## src/rtl/cau_pkg.sv

```systemverilog
// Shared types, codes and helpers for the complex arithmetic unit.
// No dependencies; every other file imports this package.
package cau_pkg;

  typedef enum logic [1:0] {
    MODE_ADD = 2'd0,
    MODE_SUB = 2'd1,
    MODE_MUL = 2'd2,
    MODE_DIV = 2'd3
  } mode_t;

  localparam int unsigned NUM_W = 33;  // exact width of sums of two 16x16 products
  localparam int unsigned QUO_W = 17;  // quotient bits kept by the divider

  localparam logic signed [NUM_W-1:0] SAT_MAX = 33'sd32767;
  localparam logic signed [NUM_W-1:0] SAT_MIN = -33'sd32768;

  typedef struct packed {
    logic               ovf;
    logic signed [15:0] val;
  } sat_t;

  // Per-item side information that rides next to the divider.
  typedef struct packed {
    mode_t              mode;
    logic               dz;
    logic               neg_re;
    logic               neg_im;
    logic               big_re;   // quotient known to exceed the kept range
    logic               big_im;
    logic signed [15:0] pass_re;  // finished add/sub/mul result
    logic signed [15:0] pass_im;
    logic               pass_ovf;
  } side_t;

  function automatic sat_t sat16(input logic signed [NUM_W-1:0] v);
    sat_t s;
    s.ovf = 1'b0;
    if (v > SAT_MAX) begin
      s.ovf = 1'b1;
      s.val = 16'sh7FFF;
    end else if (v < SAT_MIN) begin
      s.ovf = 1'b1;
      s.val = -16'sh8000;
    end else begin
      s.val = v[15:0];
    end
    return s;
  endfunction

endpackage

```

## src/rtl/cau_div.sv

```systemverilog
// Pipelined restoring divider, one quotient bit per stage, most significant
// bit first. Caller guarantees x < den * 2^QUO_W. Depends on cau_pkg.
module cau_div import cau_pkg::*; #(
  parameter int unsigned XW = 41
) (
  input  logic              clk,
  input  logic              en,
  input  logic [XW-1:0]     x,
  input  logic [31:0]       den,
  output logic [QUO_W-1:0]  q
);

  localparam int unsigned RW = (XW > 32 + QUO_W) ? XW : 32 + QUO_W;

  logic [RW-1:0]    r_r [QUO_W];
  logic [31:0]      d_r [QUO_W];
  logic [QUO_W-1:0] q_r [QUO_W];

  for (genvar g = 0; g < QUO_W; g++) begin : g_step
    localparam int unsigned K = QUO_W - 1 - g;
    logic [RW-1:0]    rin, sub;
    logic [31:0]      din;
    logic [QUO_W-1:0] qin;
    logic             geq;

    if (g == 0) begin : g_first
      assign rin = RW'(x);
      assign din = den;
      assign qin = '0;
    end else begin : g_next
      assign rin = r_r[g-1];
      assign din = d_r[g-1];
      assign qin = q_r[g-1];
    end

    assign sub = RW'(din) << K;
    assign geq = rin >= sub;

    always_ff @(posedge clk) begin
      if (en) begin
        r_r[g] <= geq ? rin - sub : rin;
        d_r[g] <= din;
        q_r[g] <= qin | (QUO_W'(geq) << K);
      end
    end
  end

  assign q = q_r[QUO_W-1];

endmodule

```

## config.mk

```make
export PLATFORM = sky130hd
export DESIGN_NAME = cau_div
export DESIGN_NICKNAME = d
export VERILOG_FILES = /design/src/rtl/cau_pkg.sv /design/src/rtl/cau_div.sv
export SDC_FILE = /design/constraint.sdc
export NUM_CORES = 2
export LEC_CHECK = 0
export BUFFER_PORTS_ARGS = -buffer_cell sky130_fd_sc_hd__buf_4
export CORE_MARGIN = 5
export CORE_UTILIZATION = 64
export CTS_BUF_LIST = sky130_fd_sc_hd__clkbuf_16
export CTS_CLUSTER_DIAMETER = 80
export CTS_CLUSTER_SIZE = 40
export DETAILED_ROUTE_END_ITERATION = 10
export PLACE_DENSITY = 0.78
export SYNTH_ARGS = -nofsm -noshare
export SYNTH_HDL_FRONTEND = slang
export SYNTH_SLANG_ARGS = --single-unit
```

## constraint.sdc

```tcl
create_clock -name clk -period 4.8 [get_ports clk]
set_input_delay 0.96 -clock clk [delete_from_list [all_inputs] [get_ports clk]]
set_output_delay 0.96 -clock clk [all_outputs]
set_load 0.02 [all_outputs]
```

[Word level (Yosys, flattened, before mapping)]
Memory sizes are Yosys's and may differ from the RTL's.
Index checks and enable logic that the tools add are counted.
Storage, ports and cells
  flip-flop bits (word level): 0
  memory bits (writable): 1666
  bits of input ports: 75
  output and inout bits: 17
  word-level logic and storage cells: 72
  memories kept: 3
Operators by class
  add/subtract/negate cells: 17
  magnitude comparators: 17
  muxes and demuxes: 19
  bitwise gates (word level): 16
Memory list
  r_r: words 17, width 49, read ports 16, clocked after memory_dff 0, wr ports 17, line cau_div.sv:15  | logic [RW-1:0] r_r [QUO_W];
  d_r: words 17, width 32, read ports 16, clocked after memory_dff 0, wr ports 17, line cau_div.sv:16  | logic [31:0] d_r [QUO_W];
  q_r: words 17, width 17, read ports 17, clocked after memory_dff 0, wr ports 17, line cau_div.sv:17  | logic [QUO_W-1:0] q_r [QUO_W];
Operators by type and width (count)
  $mux W49: 17
  $ge A49 B32 Y1: 1
  $ge A49 B33 Y1: 1
  $ge A49 B34 Y1: 1
  $ge A49 B35 Y1: 1
  $ge A49 B36 Y1: 1
  $ge A49 B37 Y1: 1
  $ge A49 B38 Y1: 1
  $ge A49 B39 Y1: 1
  $ge A49 B40 Y1: 1
  $ge A49 B41 Y1: 1
  $ge A49 B42 Y1: 1
  $ge A49 B43 Y1: 1
  $ge A49 B44 Y1: 1
  $ge A49 B45 Y1: 1
  $ge A49 B46 Y1: 1
  $ge A49 B47 Y1: 1
  $sub A41 B48 Y49: 1
  $sub A49 B32 Y49: 1
  $sub A49 B33 Y49: 1
  $sub A49 B34 Y49: 1
  $sub A49 B35 Y49: 1
  $sub A49 B36 Y49: 1
  $sub A49 B37 Y49: 1
  28 further kinds: 29

[Logic depth before layout (Yosys ltp)]
An unclocked memory read counts as a cell.
  depth in word-level cells: 3
  gate-level depth with buffers: 16
  depth with buffers taken out: 14

[Least setup slack after synthesis]
No wires, ideal clock.
  path type: input to register
  start point: input den[11]
  end point: memory r_r[0][40] (netlist name), data pin
  setup time: 264 ps
  arrival time: 3748 ps
  data required time: 4536 ps
  slack: 788 ps
  cell stages on the path: 13
  buffers on the path: 3
  path through: inv_1 > ha_1 > and3_1 > nand2_1 > or4_1 > or4_1 > or4_1 > buf_2 > a31o_1 > buf_6 > buf_2 > nand2_1 > o41ai_2
RTL lines
  start, declared: line cau_div.sv:9  | input logic [31:0] den,
  end, declared: line cau_div.sv:15

==> metrics <==
clock buffers created by TritonCTS 73; die width 366 um; register area share after synthesis 0.537; WL/cell 20.5 um; final worst clock skew 46.6 ps; fraction of power consumed by combinational cells 0.428; critical setup path kind reg2reg; post-synth cell types 87; routed length on met2 slightly above 100 mm; count of vias placed by the detailed router 56348; length of routed wiring on met1 roughly 65 mm; internal power contribution 30200 uW; number of warning messages in the yosys log 0; TritonCTS sink count 1449; utilization of the core after routing 0.693; power spent charging and discharging nets 18500 uW; total global routing overflow 0; Hold Startpoint x[6]; number of pins with negative max-slew slack in the final report 0; reg2reg path depth 14; number of synthesized flops with an enable pin ~1400; part of the total power dissipated in sequential elements 0.406; dominant combinational cell family by area after synthesis compound AO/OA/AOI/OAI gates; global routing usage summed across all routing layers 0.276; library cell with the highest instance count after synthesis edfxtp_1; Arr. time, crit path about 4700 ps; fraction of final layout cells with drive strength greater than 1 0.0621; global-route wire length before repair 296 mm; Initial Utilization 0.645; worst flop-to-flop path endpoint r_r[0][357]; multiplexer share of the synthesized area 0.0120; number of flip-flops and latches in the synthesized netlist 1449; antenna violations before repair 2; area occupied by registers 43500 um2; vias per cell between 6 and 7; final hold vios 0; number of hold buffers added after CTS 0; library cell occupying the most area in the post-synthesis netlist edfxtp_1; highest attainable clock frequency 0.239 GHz; FFs w/ async S/R, synth 0; xor-xnor portion of the synthesized cell area 0.0604; portion of total power attributed to the clock network 0.166; post-synthesis compound-gate area fraction 0.150; arithmetic-cell share of the synthesized area counting full adders, half adders and majority gates 0.0868; Post-DRT Antenna Nets 0; kind of launch point of the worst setup path flip-flop; largest net degree at the start of global routing 152; Worst Tran Pin Value 944 ps; clock tree from TritonCTS built; standard-cell rows 130; final critical-path setup slack 624 ps; via count of the first global-routing pass 56616; placed insts 9054; setup slack after placement ~420 ps; DRC 0; boundary pin count between 90 and 100; end point of the worst hold path r_r[0][6]; Crit Path Max Fanout 57; # port buffers 91; Total Wirelength around 190 mm; clock tree root buffer cell clkbuf_16; top cell type's share of synthesized area 0.537; vertical die dimension 366 um; synthesized area 81100 um2; filler cell count in the final layout 9042; switching share of total power 0.380; Placer Congestion 0.986; Iteration-0 DRC Markers 3999; critical path endpoint category flip-flop; total met3 wirelength after detailed routing ~6.7 mm; Resized cells post-CTS 0; WP data required 5280 ps; Main synth FF type edfxtp_1; number of iterations in the first detailed-routing pass 6; count of endpoints failing setup in the final report 0; Simple-Gate Fraction of Synth Area 0.112; worst-case clock buffer depth 3; Mapped Nets around 8000; total die area approximately 130000 um2; clk slew on worst S/H paths 130 ps; number of buffers inserted by post-CTS setup repair 0; leakage dissipation 0.0348 uW; sum of net half-perimeters after detailed placement ~150 mm; RSZ-0062 raised after global routing false; headroom to the max-slew limit 0.365; uppermost routed layer met5; share of the clock period used by the worst path 0.870; worst min-delay path category in2reg; ranking of synthesized cells by instance count edfxtp_1, a21oi_1, inv_1; highest ir drop seen on vdd approximately 340 uV; CTS HTree Levels 3; count of maximum capacitance violations 0; area added between synthesis and finish 7.45%; worst reg2reg startpoint r_r[0][303]; total negative setup slack 0 ps; average cell area after synthesis 10.9 um2; clock insertion delay at the later pin of the skew report 710 ps; Final Net Count 8107; power per unit of standard cell area 558 nW/um2; cell count after synthesis 7408; Min Clock Period, post-route 4180 ps; area of the core 126000 um2; status finished clean; top post-synthesis cells by area edfxtp_1, ha_1, a21oi_1, xnor2_1, inv_1; Layout Cells excl Fill 9187; register-to-register setup slack 620 ps; multi-input logic area ~34000 um2; number of cells traversed by the worst hold path 1
## sequential cells by signal, summed over array words and instances, names as in the netlist
name,count
d_r,512
q_r,153
r_r,784
## cell usage in the layout, fill, tap and decap left out, drive strengths merged, types with 85 or more instances in the layout
master  count
a21o      259
a21oi     777
buf       198
edfxtp   1449
ha        537
inv       712
nand2     488
nand3     125
nand4     115
nor2      558
nor2b      85
nor3      121
o21ai     417
xnor2     303
xor2      256
## cell type report
type | count | share of cell area
Antenna cell | 2 | 0.0000575
Clock buffer | 79 | 0.0227
Clock inverter | 52 | 0.0104
Inverter | 685 | 0.0295
Multi-Input combinational cell | 5072 | 0.394
Sequential cell | 1449 | 0.499
Tap cell | 1650 | 0.0237
Timing Repair Buffer | 198 | 0.0202
## stage by stage
stage / hold slack, ps / power [uW] / cell area [um2]
6_report: 428 / 48600 / 87100
3_3_place_gp: 400 / 39900 / 84200
5_1_grt: 387 / 51700 / 87100
2_1_floorplan: 400 / 34900 / 81100
4_1_cts: 383 / 48500 / 87100
3_5_place_dp: 405 / 40400 / 84200
## how the worst max path moves through the flow
stage,start,endpoint,slack [ps],depth (start not counted)
2_1_floorplan,den[11],r_r[0][40],790,13
4_1_cts,d_r[0][386],r_r[0][677],590,12
3_5_place_dp,den[11],r_r[0][35],420,12
5_1_grt,r_r[0][111],r_r[0][160],370,16
6_report,r_r[0][303],r_r[0][357],620,14
3_3_place_gp,den[11],r_r[0][35],440,12
## power groups by stage
stage	registers (uW)	logic, uW	clock network (uW)
6_report	19700	20800	8090
5_1_grt	20000	23000	8750
4_1_cts	19700	20500	8240
3_5_place_dp	20000	20400	0
3_3_place_gp	19900	20000	0
2_1_floorplan	19200	15700	0
## worst max-delay path: stages, from the launching register on
cell,delay [ps]
edfxtp_1,430
inv_1,90
ha_1,160
inv_1,50
fa_1,400
a21o_1,220
a31o_2,280
a32oi_1,320
o21ai_1,240
a311oi_1,410
buf_4,200
o31ai_2,100
a21oi_4,350
buf_12,270
mux2_2,370
## cells by family after synthesis
logic type / count (synthesis)
DFF: 1449
adders and majority gates: 553
xor gates and xnor gates: 559
buffers and inverters: 887
and+or+nand+nor: 1884
muxes: 87
AOI/OAI and AO/OA: 1989
## layer usage
metal  vias to the layer above  track usage
li1                      27274            -
met1                     26808        0.275
met3                       614       0.0298
met5                         -            0
met4                         2        0.189
met2                      1650        0.535
Power figures use the tool's default switching activity.
